File: src/radix_digit_emitter_assert.svh
// ----------------------------------------------------------------------------
// radix_digit_emitter_assert.svh
// Assertion macros for the radix digit emitter.
// ----------------------------------------------------------------------------
`ifndef RADIX_DIGIT_EMITTER_ASSERT_SVH
`define RADIX_DIGIT_EMITTER_ASSERT_SVH

// same-cycle implication, clocked on i_clk, off during reset
`define RDE_ASSERT_NOW(lbl, ante, cons, msg) \
    lbl: assert property (@(posedge i_clk) disable iff (!i_rst_n) (ante) |-> (cons)) \
        else $error(msg);

// next-cycle implication, clocked on i_clk, off during reset
`define RDE_ASSERT_NEXT(lbl, ante, cons, msg) \
    lbl: assert property (@(posedge i_clk) disable iff (!i_rst_n) (ante) |=> (cons)) \
        else $error(msg);

`endif

File: src/rde_pkg.sv
// ----------------------------------------------------------------------------
// rde_pkg
// Shared constants, types and helpers of the radix digit emitter.
// ----------------------------------------------------------------------------
package rde_pkg;

    localparam int VALUE_BITS_DEF = 31;
    localparam int DIGIT_STEP     = 8;
    localparam int IN_WIDTH       = 32;
    localparam int RADIX_WIDTH    = 6;
    localparam int DIGIT_WIDTH    = 6;
    localparam int CHAR_WIDTH     = 7;

    localparam logic [RADIX_WIDTH-1:0] RADIX_MIN  = 6'd2;
    localparam logic [RADIX_WIDTH-1:0] RADIX_MAX  = 6'd36;
    localparam logic [DIGIT_WIDTH-1:0] DEC_DIGITS = 6'd10;
    localparam logic [CHAR_WIDTH-1:0]  ASCII_ZERO = 7'h30;
    localparam logic [CHAR_WIDTH-1:0]  ASCII_A    = 7'h61;

    typedef struct packed {
        logic load;
        logic step;
        logic wr;
        logic rd;
        logic rd_last;
        logic err;
    } t_cmd;

    typedef struct packed {
        logic bad;
        logic chunk_last;
        logic quo_zero;
        logic cnt_one;
    } t_sts;

    function automatic logic [CHAR_WIDTH-1:0] to_ascii(input logic [DIGIT_WIDTH-1:0] d);
        logic [CHAR_WIDTH-1:0] c;
        if (d < DEC_DIGITS) begin
            c = ASCII_ZERO + CHAR_WIDTH'(d);
        end else begin
            c = ASCII_A + CHAR_WIDTH'(d - DEC_DIGITS);
        end
        return c;
    endfunction

endpackage

File: src/radix_digit_emitter.sv
// ----------------------------------------------------------------------------
// radix_digit_emitter
// Converts a non-negative integer into ASCII digits of radix 2..36.
// ----------------------------------------------------------------------------
// Usage:
//   Drive i_value and i_radix and raise start; the item is taken at a
//   clock edge where start is high and busy is low.
//   Each digit comes out as a one-cycle o_strobe with o_digit_char, most
//   significant digit first; o_last marks the final digit of the item.
//   A negative value, a radix outside 2..36 or a value wider than
//   VALUE_BITS gives a single transfer with o_error and o_last set and
//   o_digit_char zero, in the cycle after acceptance; busy stays low then.
//   Otherwise the radix divider (8 quotient bits per cycle) produces the
//   digits one after another into the digit store, then the stored
//   digits are read out one per cycle. An item has at most VALUE_BITS
//   digits (31 for radix 2 at the default width).
//   The next item may be taken in the cycle the last digit is shown.
//   The receiver cannot stall: every strobe is one transfer.
//   Reset (i_rst_n low, synchronous) returns the sequencer to idle and
//   drops any item in flight.
// ----------------------------------------------------------------------------
`include "radix_digit_emitter_assert.svh"

module radix_digit_emitter #(
    parameter int VALUE_BITS = rde_pkg::VALUE_BITS_DEF
) (
    input  logic                                i_clk,
    input  logic                                i_rst_n,
    input  logic                                start,
    output logic                                busy,
    input  logic signed [rde_pkg::IN_WIDTH-1:0] i_value,
    input  logic [rde_pkg::RADIX_WIDTH-1:0]     i_radix,
    output logic                                o_strobe,
    output logic [rde_pkg::CHAR_WIDTH-1:0]      o_digit_char,
    output logic                                o_last,
    output logic                                o_error
);

    rde_pkg::t_cmd s_cmd;
    rde_pkg::t_sts s_sts;

    rde_ctrl u_ctrl (
        .i_clk   (i_clk),
        .i_rst_n (i_rst_n),
        .start   (start),
        .busy    (busy),
        .i_sts   (s_sts),
        .o_cmd   (s_cmd)
    );

    rde_dpath #(
        .VALUE_BITS (VALUE_BITS)
    ) u_dpath (
        .i_clk        (i_clk),
        .i_rst_n      (i_rst_n),
        .i_value      (i_value),
        .i_radix      (i_radix),
        .i_cmd        (s_cmd),
        .o_sts        (s_sts),
        .o_digit_char (o_digit_char),
        .o_last       (o_last),
        .o_error      (o_error),
        .o_strobe     (o_strobe)
    );

    `RDE_ASSERT_NEXT(a_bad_gives_error, start && !busy && s_sts.bad, o_strobe && o_error && o_last && !busy, "rejected input did not give a single error transfer")
    `RDE_ASSERT_NEXT(a_good_starts_div, start && !busy && !s_sts.bad, busy && !o_strobe, "accepted input did not start conversion")
    `RDE_ASSERT_NOW(a_digit_nonzero, o_strobe && !o_error, o_digit_char != '0, "digit transfer with empty character")
    `RDE_ASSERT_NOW(a_error_clean, o_strobe && o_error, o_last && (o_digit_char == '0), "error transfer not marked last or carries a character")

endmodule

File: src/rde_ctrl.sv
// ----------------------------------------------------------------------------
// rde_ctrl
// Sequencer: input check, digit division, digit readout.
// ----------------------------------------------------------------------------
module rde_ctrl (
    input  logic          i_clk,
    input  logic          i_rst_n,
    input  logic          start,
    output logic          busy,
    input  rde_pkg::t_sts i_sts,
    output rde_pkg::t_cmd o_cmd
);

    typedef enum logic [2:0] {
        S_IDLE = 3'b001,
        S_DIV  = 3'b010,
        S_EMIT = 3'b100
    } t_state;

    t_state r_state;
    t_state n_state;

    always_ff @(posedge i_clk) begin
        if (!i_rst_n) begin
            r_state <= S_IDLE;
        end else begin
            r_state <= n_state;
        end
    end

    always_comb begin
        n_state = r_state;
        o_cmd   = '0;
        busy    = (r_state != S_IDLE);
        case (r_state)
            S_IDLE: begin
                if (start) begin
                    if (i_sts.bad) begin
                        o_cmd.err = 1'b1;
                    end else begin
                        o_cmd.load = 1'b1;
                        n_state    = S_DIV;
                    end
                end
            end
            S_DIV: begin
                o_cmd.step = 1'b1;
                o_cmd.wr   = i_sts.chunk_last;
                if (i_sts.chunk_last && i_sts.quo_zero) begin
                    n_state = S_EMIT;
                end
            end
            S_EMIT: begin
                o_cmd.rd = 1'b1;
                if (i_sts.cnt_one) begin
                    o_cmd.rd_last = 1'b1;
                    n_state       = S_IDLE;
                end
            end
            default: begin
                n_state = S_IDLE;
            end
        endcase
    end

endmodule

File: src/rde_dpath.sv
// ----------------------------------------------------------------------------
// rde_dpath
// Radix divider (DIGIT_STEP quotient bits per cycle), digit store, output.
// ----------------------------------------------------------------------------
module rde_dpath #(
    parameter int VALUE_BITS = rde_pkg::VALUE_BITS_DEF
) (
    input  logic                                i_clk,
    input  logic                                i_rst_n,
    input  logic signed [rde_pkg::IN_WIDTH-1:0] i_value,
    input  logic [rde_pkg::RADIX_WIDTH-1:0]     i_radix,
    input  rde_pkg::t_cmd                       i_cmd,
    output rde_pkg::t_sts                       o_sts,
    output logic [rde_pkg::CHAR_WIDTH-1:0]      o_digit_char,
    output logic                                o_last,
    output logic                                o_error,
    output logic                                o_strobe
);

    localparam int STEP   = rde_pkg::DIGIT_STEP;
    localparam int CHUNKS = (VALUE_BITS + STEP - 1) / STEP;
    localparam int PW     = CHUNKS * STEP;
    localparam int CKW    = (CHUNKS > 1) ? $clog2(CHUNKS) : 1;
    localparam int AW     = $clog2(VALUE_BITS);
    localparam int CW     = $clog2(VALUE_BITS + 1);
    localparam int DW     = rde_pkg::DIGIT_WIDTH;
    localparam int MAGW   = rde_pkg::IN_WIDTH - 1;

    logic [rde_pkg::RADIX_WIDTH-1:0] r_radix;
    logic [PW-1:0]                   r_quo;
    logic [PW-1:0]                   n_quo;
    logic [DW-1:0]                   r_rem;
    logic [DW-1:0]                   n_rem;
    logic [CKW-1:0]                  r_chunk;
    logic [CW-1:0]                   r_cnt;
    logic [AW-1:0]                   rd_addr;
    logic [DW-1:0]                   r_mem [VALUE_BITS];
    logic [DW-1:0]                   r_rd_data;
    logic                            r_strobe;
    logic                            r_last;
    logic                            r_err;

    // restoring division, one quotient bit per inner step
    always_comb begin
        logic [DW:0]   rem7;
        logic          qbit;
        logic [PW-1:0] work;
        logic [DW-1:0] rem;
        work = r_quo;
        rem  = r_rem;
        for (int j = 0; j < STEP; j++) begin
            rem7 = {rem, work[PW-1]};
            qbit = (rem7 >= {1'b0, r_radix});
            work = {work[PW-2:0], qbit};
            rem  = qbit ? DW'(rem7 - {1'b0, r_radix}) : rem7[DW-1:0];
        end
        n_quo = work;
        n_rem = rem;
    end

    assign rd_addr = AW'(r_cnt - CW'(1));

    assign o_sts.bad = i_value[MAGW] || (i_radix < rde_pkg::RADIX_MIN) ||
                       (i_radix > rde_pkg::RADIX_MAX) ||
                       ((i_value[MAGW-1:0] >> VALUE_BITS) != '0);
    assign o_sts.chunk_last = (r_chunk == CKW'(CHUNKS - 1));
    assign o_sts.quo_zero   = (n_quo == '0);
    assign o_sts.cnt_one    = (r_cnt == CW'(1));

    always_ff @(posedge i_clk) begin
        if (i_cmd.load) begin
            r_radix <= i_radix;
            r_quo   <= PW'(i_value[MAGW-1:0]);
            r_rem   <= '0;
        end else if (i_cmd.step) begin
            r_quo <= n_quo;
            r_rem <= i_cmd.wr ? '0 : n_rem;
        end
    end

    always_ff @(posedge i_clk) begin
        if (!i_rst_n) begin
            r_chunk  <= '0;
            r_cnt    <= '0;
            r_strobe <= 1'b0;
            r_last   <= 1'b0;
            r_err    <= 1'b0;
        end else begin
            if (i_cmd.load) begin
                r_chunk <= '0;
                r_cnt   <= '0;
            end else if (i_cmd.step) begin
                if (i_cmd.wr) begin
                    r_chunk <= '0;
                    r_cnt   <= r_cnt + CW'(1);
                end else begin
                    r_chunk <= r_chunk + CKW'(1);
                end
            end else if (i_cmd.rd) begin
                r_cnt <= r_cnt - CW'(1);
            end
            r_strobe <= i_cmd.rd || i_cmd.err;
            r_last   <= i_cmd.rd_last || i_cmd.err;
            r_err    <= i_cmd.err;
        end
    end

    // digit store, least significant digit at address 0
    always_ff @(posedge i_clk) begin
        if (i_cmd.step && i_cmd.wr) begin
            r_mem[r_cnt[AW-1:0]] <= n_rem;
        end
    end

    always_ff @(posedge i_clk) begin
        if (i_cmd.rd) begin
            r_rd_data <= r_mem[rd_addr];
        end
    end

    assign o_digit_char = r_err ? '0 : rde_pkg::to_ascii(r_rd_data);
    assign o_last       = r_last;
    assign o_error      = r_err;
    assign o_strobe     = r_strobe;

endmodule
File: config.mk
export PLATFORM = sky130hd
export DESIGN_NAME = radix_digit_emitter
export DESIGN_NICKNAME = d
export VERILOG_FILES = /design/src/rde_pkg.sv /design/src/radix_digit_emitter.sv /design/src/rde_ctrl.sv /design/src/rde_dpath.sv
export VERILOG_INCLUDE_DIRS = /design/src /design/src/src
export SDC_FILE = /design/constraint.sdc
export NUM_CORES = 1
export LEC_CHECK = 0
export BUFFER_PORTS_ARGS = -buffer_cell sky130_fd_sc_hd__buf_2
export CORE_MARGIN = 2
export CORE_UTILIZATION = 55
export CTS_CLUSTER_DIAMETER = 40
export DETAILED_ROUTE_END_ITERATION = 6
export PLACE_DENSITY = 0.75
export SYNTH_ARGS = -nofsm -noshare
export SYNTH_HDL_FRONTEND = slang
export SYNTH_SLANG_ARGS = --single-unit
File: constraint.sdc
create_clock -name i_clk -period 17 [get_ports i_clk]
set_input_delay 3.4 -clock i_clk [delete_from_list [all_inputs] [get_ports i_clk]]
set_output_delay 3.4 -clock i_clk [all_outputs]
set_load 0.01 [all_outputs]
==> flow_metrics.tcl, run 1 <==
set metrics [dict create \
    fin_crit_ns 16.00 \
    yosysSeqAreaShare_pct 56.9 \
    setup_viol 0 \
    synth_edf_count 229 \
    whs_path_depth 2 \
    setup.worst_path.start "u_dpath.r_radix[1]" \
    routed_wl_mm 30.7 \
    rsz0062_at_grt "no" \
    status "finished clean" \
    reg2reg_to "u_dpath.r_mem[27][0]" \
    insertion_delay_ns 0.56 \
    ys_types 75 \
    finalNetCount 1153 \
    grtUsageTotal_pct 23.9 \
    dr.pass1.iters 6 \
    final_cell_mix "229 x edfxtp_1, 116 x nand2_1, 76 x nor2_1" \
    numCtsBuffers 28 \
    drive_above_1_share_pct 23.6 \
    synth_area_per_cell_um2 13.5 \
    synth_compound_area_share_pct 8.17 \
    syn_to_final_growth_pct 14.6 \
    maxSlewViolCount 0 \
    worstPathRequired_ns 17.29 \
    fmax_ghz 0.0625 \
    antenna_found_initial 0 \
    first_global_vias 8017 \
    hpwl_mm 20.3 \
    crit_slowest_cell "or3_1" \
    muxShareOfSynthArea_pct 13.1 \
    drtIter0Drc 821 \
    die-area_um2 24500 \
    fillers 1618 \
    place_congestion 0.968 \
    overflow 0 \
    clock_path_buffers 3 \
    timing.critical_path.to "u_dpath.r_mem[27][0]" \
    drc 0 \
    synth_warnings 0 \
    grt_pass1_wl_mm 44.5 \
    clk_pin_slew_worst_paths_ns 0.06 \
    clkSinkCount 249 \
    ys_dominant_reg_cell "edfxtp_1" \
    synth_top_family_by_area "multiplexers" \
    chipWidth_um 157 \
    cp_data_arrival_time_ns 16.29 \
    grt_max_degree 54 \
    synth_nets 1055 \
    finalCritPeriodShare_pct 94.1 \
    ys_ff_latch 249 \
    relSlewSlack_pct 15.1 \
    maxCapViolations 0 \
    drtAntennaViolNets 0 \
    final_hold_viol_count 0 \
    coreArea_um2 22700 \
    cp_common_cell "ha_1" \
    synth-adder-area-share_pct 6.92 \
    rows 55 \
    yosys.area_share.simple_pct 10.0 \
    num_antenna_cells 0 \
    portBuffers 51 \
    synthCells 948 \
    startpoint_type "register" \
    r2r-start "u_dpath.r_radix[1]" \
    cts_tree "yes" \
    wl_per_cell_um 22.7 \
    tightest_slew_ns 1.26 \
    vias_per_cell 6.18 \
    cts_root_buffer "clkbuf_16" \
    initial_core_util_pct 56.4 \
    path_class "register to register" \
    r2r_slack_ns 1.00 \
    hold_class "register to register" \
    fin_skew_ns 0.0347 \
    dieHeight_um 157 \
    synth_area_um2 12800 \
    end_kind "register" \
    fin_tns_setup_ns 0 \
    num_vias 8361 \
    htreeDepth 1 \
    async_flop_share_pct 0 \
    final_common_cell "edfxtp_1" \
    reg2regPathDepth 75 \
    worstPathMaxFanout 19 \
    synth_xor_area_share_pct 2.60 \
    cp_slowest_stage_delay_ns 0.42 \
    ios 52 \
]
-- through the flow --
| step | std cells | hold slack (ns) | setup WS (ns) | util (%) | instance area [um2] |
|---|---|---|---|---|---|
| floorplan | 948 | 0.440 | 0.163 | - | 12800 |
| global placement | 1282 | 0.449 | 0.830 | 59.6 | 13500 |
| detailed placement | 1282 | 0.459 | 0.216 | 59.6 | 13500 |
| CTS | 1334 | 0.478 | 0.175 | 63.4 | 14400 |
| global route | 1353 | 0.508 | 0.0194 | 64.6 | 14700 |
| finish | 1353 | 0.481 | 1.00 | 64.6 | 14700 |
-- kinds of logic (layout without fill, tap and decap cells) --
logic type	Yosys count	in the layout
flops	249	249
simple gates	280	280
mux	94	101
xor+xnor	38	38
fa+ha+maj	66	66
buf+inv	75	186
compound gates	146	148
-- repair_timing --
| action | CTS | global route |
|---|---|---|
| setup buffers | 0 | 10 |
| setup endpoints to repair | 0 | 195 |
| hold buffers | 0 | 0 |
| gates resized for setup | 0 | 20 |
-- state kept, by name, indices dropped and copies added, names as in the netlist --
name / flops
u_dpath.o_error: 1
u_dpath.r_chunk: 2
u_ctrl.r_state: 3
u_dpath.o_last: 1
u_dpath.r_rem: 6
u_dpath.o_strobe: 1
u_dpath.r_radix: 6
u_dpath.r_quo: 32
u_dpath.r_rd_data: 6
u_dpath.r_cnt: 5
u_dpath.r_mem: 186
-- metal layers --
metal / global-route usage, % / vias up / part of all wire, %
li1: - / 3822 / -
met1: 31.6 / 4097 / 41
met2: 40.4 / 362 / 49
met3: 3.41 / 80 / 6.5
met4: 8.87 / 0 / 3.8
met5: 0 / - / 0
-- area by class of cell --
class                           count  area (um2)  share of cell area (%)
Sequential cell                   249        7280                    49.7
Clock buffer                       36         731                    4.98
Inverter                           44         165                    1.13
Timing Repair Buffer               90         552                    3.76
Multi-Input combinational cell    633        5440                    37.1
Clock inverter                     16         134                   0.913
Tap cell                          285         357                    2.43
-- worst min path at each step --
stage / start / endpoint / slack (ns)
final: u_dpath.r_chunk[1] / u_dpath.r_chunk[1] / 0.48
after detailed placement: u_dpath.r_chunk[1] / u_dpath.r_chunk[1] / 0.46
after global placement: u_dpath.r_chunk[1] / u_dpath.r_chunk[1] / 0.45
after CTS: u_ctrl.r_state[2] / u_ctrl.r_state[1] / 0.48
after global routing: u_ctrl.r_state[2] / u_ctrl.r_state[1] / 0.51
after floorplan: u_dpath.r_chunk[1] / u_dpath.r_chunk[1] / 0.44
-- worst max-delay path, delay by kind of cell (launching register included) --
family          cells  cell delay [ns]
compound gates     36             7.08
simple gates       17             3.10
fa+ha+maj           8             2.39
mux                 6             1.63
buf+inv             8             1.15
flops               1             0.39
-- synthesized netlist by cell type, drive strengths merged (9+ instances only) --
| library cell | number | area share (%) |
|---|---|---|
| edfxtp | 229 | 54 |
| mux2i | 15 | 1.2 |
| dfxtp | 20 | 3.1 |
| nand3 | 15 | 0.59 |
| nor2b | 11 | 0.54 |
| ha | 58 | 5.7 |
| xor2 | 9 | 0.62 |
| nand2 | 117 | 3.5 |
| mux2 | 25 | 2.4 |
| clkbuf | 21 | 0.62 |
| a21o | 20 | 1.2 |
| mux4 | 54 | 9.5 |
| nor2 | 77 | 2.3 |
| inv | 44 | 1.3 |
| o21ai | 23 | 0.93 |
| xnor2 | 29 | 2.0 |
| a21oi | 43 | 1.7 |
| nand2b | 12 | 0.59 |
| buf | 10 | 0.43 |
Power of run 1 is not shown: default switching activity piles up to over one toggle a cycle in this logic, so the estimate is an artifact.
==> run 2, diff against run 1 <==
- CORE_MARGIN: 2 -> 1
==> run 2 against run 1 <==
Clock skew fell by 0.012 ns. First-iteration DRC count decreased by 20%. Cell count is essentially flat.
==> flow_metrics.tcl, run 2 (synthesis gave the netlist of run 1 again) <==
set metrics [dict create \
    clkSinkCount 249 \
    hold_buffers 0 \
    fin_tns_setup_ns 0 \
    dpl-instance-area_um2 13500 \
    insertion_delay_ns 0.57 \
    path_buf_inv 8 \
    fin_skew_ns 0.0225 \
    htreeDepth 1 \
    crit_slowest_cell "mux2_2" \
    reg2reg_to "u_dpath.r_mem[22][1]" \
    end_kind "register" \
    ios 52 \
    syn_to_final_growth_pct 15.9 \
    worstHoldStart "u_dpath.r_chunk[1]" \
    fin_area_um2 14800 \
    crit_family "compound AO/OA/AOI/OAI gates" \
    cp_slowest_stage_delay_ns 0.43 \
    r2r-start "u_dpath.r_radix[2]" \
    grt_max_degree 54 \
    holdWs_ns 0.472 \
    startpoint_type "register" \
    wl_per_cell_um 22.9 \
    routed_wl_mm 31.0 \
    num_vias 8324 \
    die-area_um2 23900 \
    setup_viol 0 \
    final_common_cell "edfxtp_1" \
    grtUsageTotal_pct 25.4 \
    hpwl_mm 20.2 \
    cp_data_arrival_time_ns 16.30 \
    reg2regPathDepth 78 \
    rows 55 \
    numCtsBuffers 31 \
    portBuffers 51 \
    drtAntennaViolNets 0 \
    chipWidth_um 155 \
    fmax_ghz 0.0623 \
    worstPathRequired_ns 17.26 \
    met1Wirelength_mm 12.3 \
    met2WireLength_mm 14.9 \
    first_global_vias 8175 \
    largest_reg_flops 186 \
    ff_latch_area_um2 7280 \
    relSlewSlack_pct 19.4 \
    min_to "u_dpath.r_chunk[1]" \
    initial_core_util_pct 56.4 \
    worstPathMaxFanout 16 \
    routed.top_layer "met4" \
    crit_cells 78 \
    drc 0 \
    clock_path_buffers 3 \
    place_congestion 0.983 \
    cts_tree "yes" \
    tightest_slew_ns 1.21 \
    hold_class "register to register" \
    dr_wl_met3_mm 2.28 \
    r2r_slack_ns 0.96 \
    clk_pin_slew_worst_paths_ns 0.06 \
    finalCritPeriodShare_pct 94.3 \
    coreArea_um2 22700 \
    path_class "register to register" \
    overflow 0 \
    cts_root_buffer "clkbuf_16" \
    maxSlewViolCount 0 \
    grt_pass1_wl_mm 45.7 \
    dr.pass1.iters 5 \
    final_hold_viol_count 0 \
    antenna_found_initial 4 \
    drive_above_1_share_pct 24.4 \
    fillers 1604 \
    vias_per_cell 6.15 \
    fin_crit_ns 16.04 \
    dieHeight_um 155 \
    final_cell_mix "229 x edfxtp_1, 116 x nand2_1, 76 x nor2_1" \
    postLayoutCoreUtil_pct 65.3 \
    maxCapViolations 0 \
    whs_path_depth 2 \
    multi_input_area_um2 5380 \
    status "finished clean" \
    finalNetCount 1147 \
    drtIter0Drc 653 \
]
[run 2: cell types whose count changed in the layout (fill, tap and decap cells not counted), moves of 3 or more]
cell / before / now
clkinv_8: 0 / 3
bufinv_16: 0 / 5
clkbuf_1: 8 / 3
clkbuf_16: 28 / 31
clkinvlp_4: 2 / 5
diode_2: 0 / 4
buf_4: 38 / 34
clkinv_1: 3 / 0
[run 2: final cells by class]
type | instances | area share [%]
Sequential cell | 249 | 49.1
Multi-Input combinational cell | 628 | 36.2
Clock buffer | 34 | 5.30
Timing Repair Buffer | 86 | 3.52
Tap cell | 285 | 2.40
Clock inverter | 24 | 2.28
Inverter | 44 | 1.11
Antenna cell | 4 | 0.0675
[run 2: what timing repair did]
item	4_1_cts	5_1_grt
setup endpoints to repair	0	195
gates resized for setup	0	22
hold endpoints to repair	0	0
buffers inserted	0	4
[run 2: through the flow]
step	setup slack, ns	cells
2_1_floorplan	0.163	948
3_3_place_gp	0.886	1284
3_5_place_dp	0.319	1284
4_1_cts	0.249	1342
5_1_grt	-0.0144	1351
6_report	0.961	1354
[run 2: how the worst max path moves through the flow]
stage                            to                from  slack (ns)
2_1_floorplan   u_dpath.r_mem[0][3]  u_dpath.r_radix[1]        0.16
6_report       u_dpath.r_mem[22][1]  u_dpath.r_radix[2]        0.96
4_1_cts            u_dpath.r_rem[0]    u_dpath.r_rem[0]        0.25
5_1_grt            u_dpath.r_rem[2]  u_dpath.r_radix[3]       -0.01
3_5_place_dp       u_dpath.r_rem[0]    u_dpath.r_rem[0]        0.32
3_3_place_gp       u_dpath.r_rem[0]    u_dpath.r_rem[0]        0.89
[run 2: routing by layer]
metal | GRT usage [%] | vias to the layer above
met5 | 0 | -
li1 | - | 3803
met2 | 42.1 | 414
met4 | 11.2 | 0
met1 | 33.2 | 4022
met3 | 4.17 | 85
[run 2: worst reg2reg max path, delay by kind of cell, from the launching register on]
family | cells | cell delay, ns
AND/OR/NAND/NOR | 21 | 3.24
AO/OA/AOI/OAI | 38 | 7.54
multiplexers | 3 | 1.10
flip-flops | 1 | 0.36
adder cells (fa/ha/maj) | 8 | 2.42
buffers and inverters | 8 | 1.06
Power of run 2 is left out for the same reason.
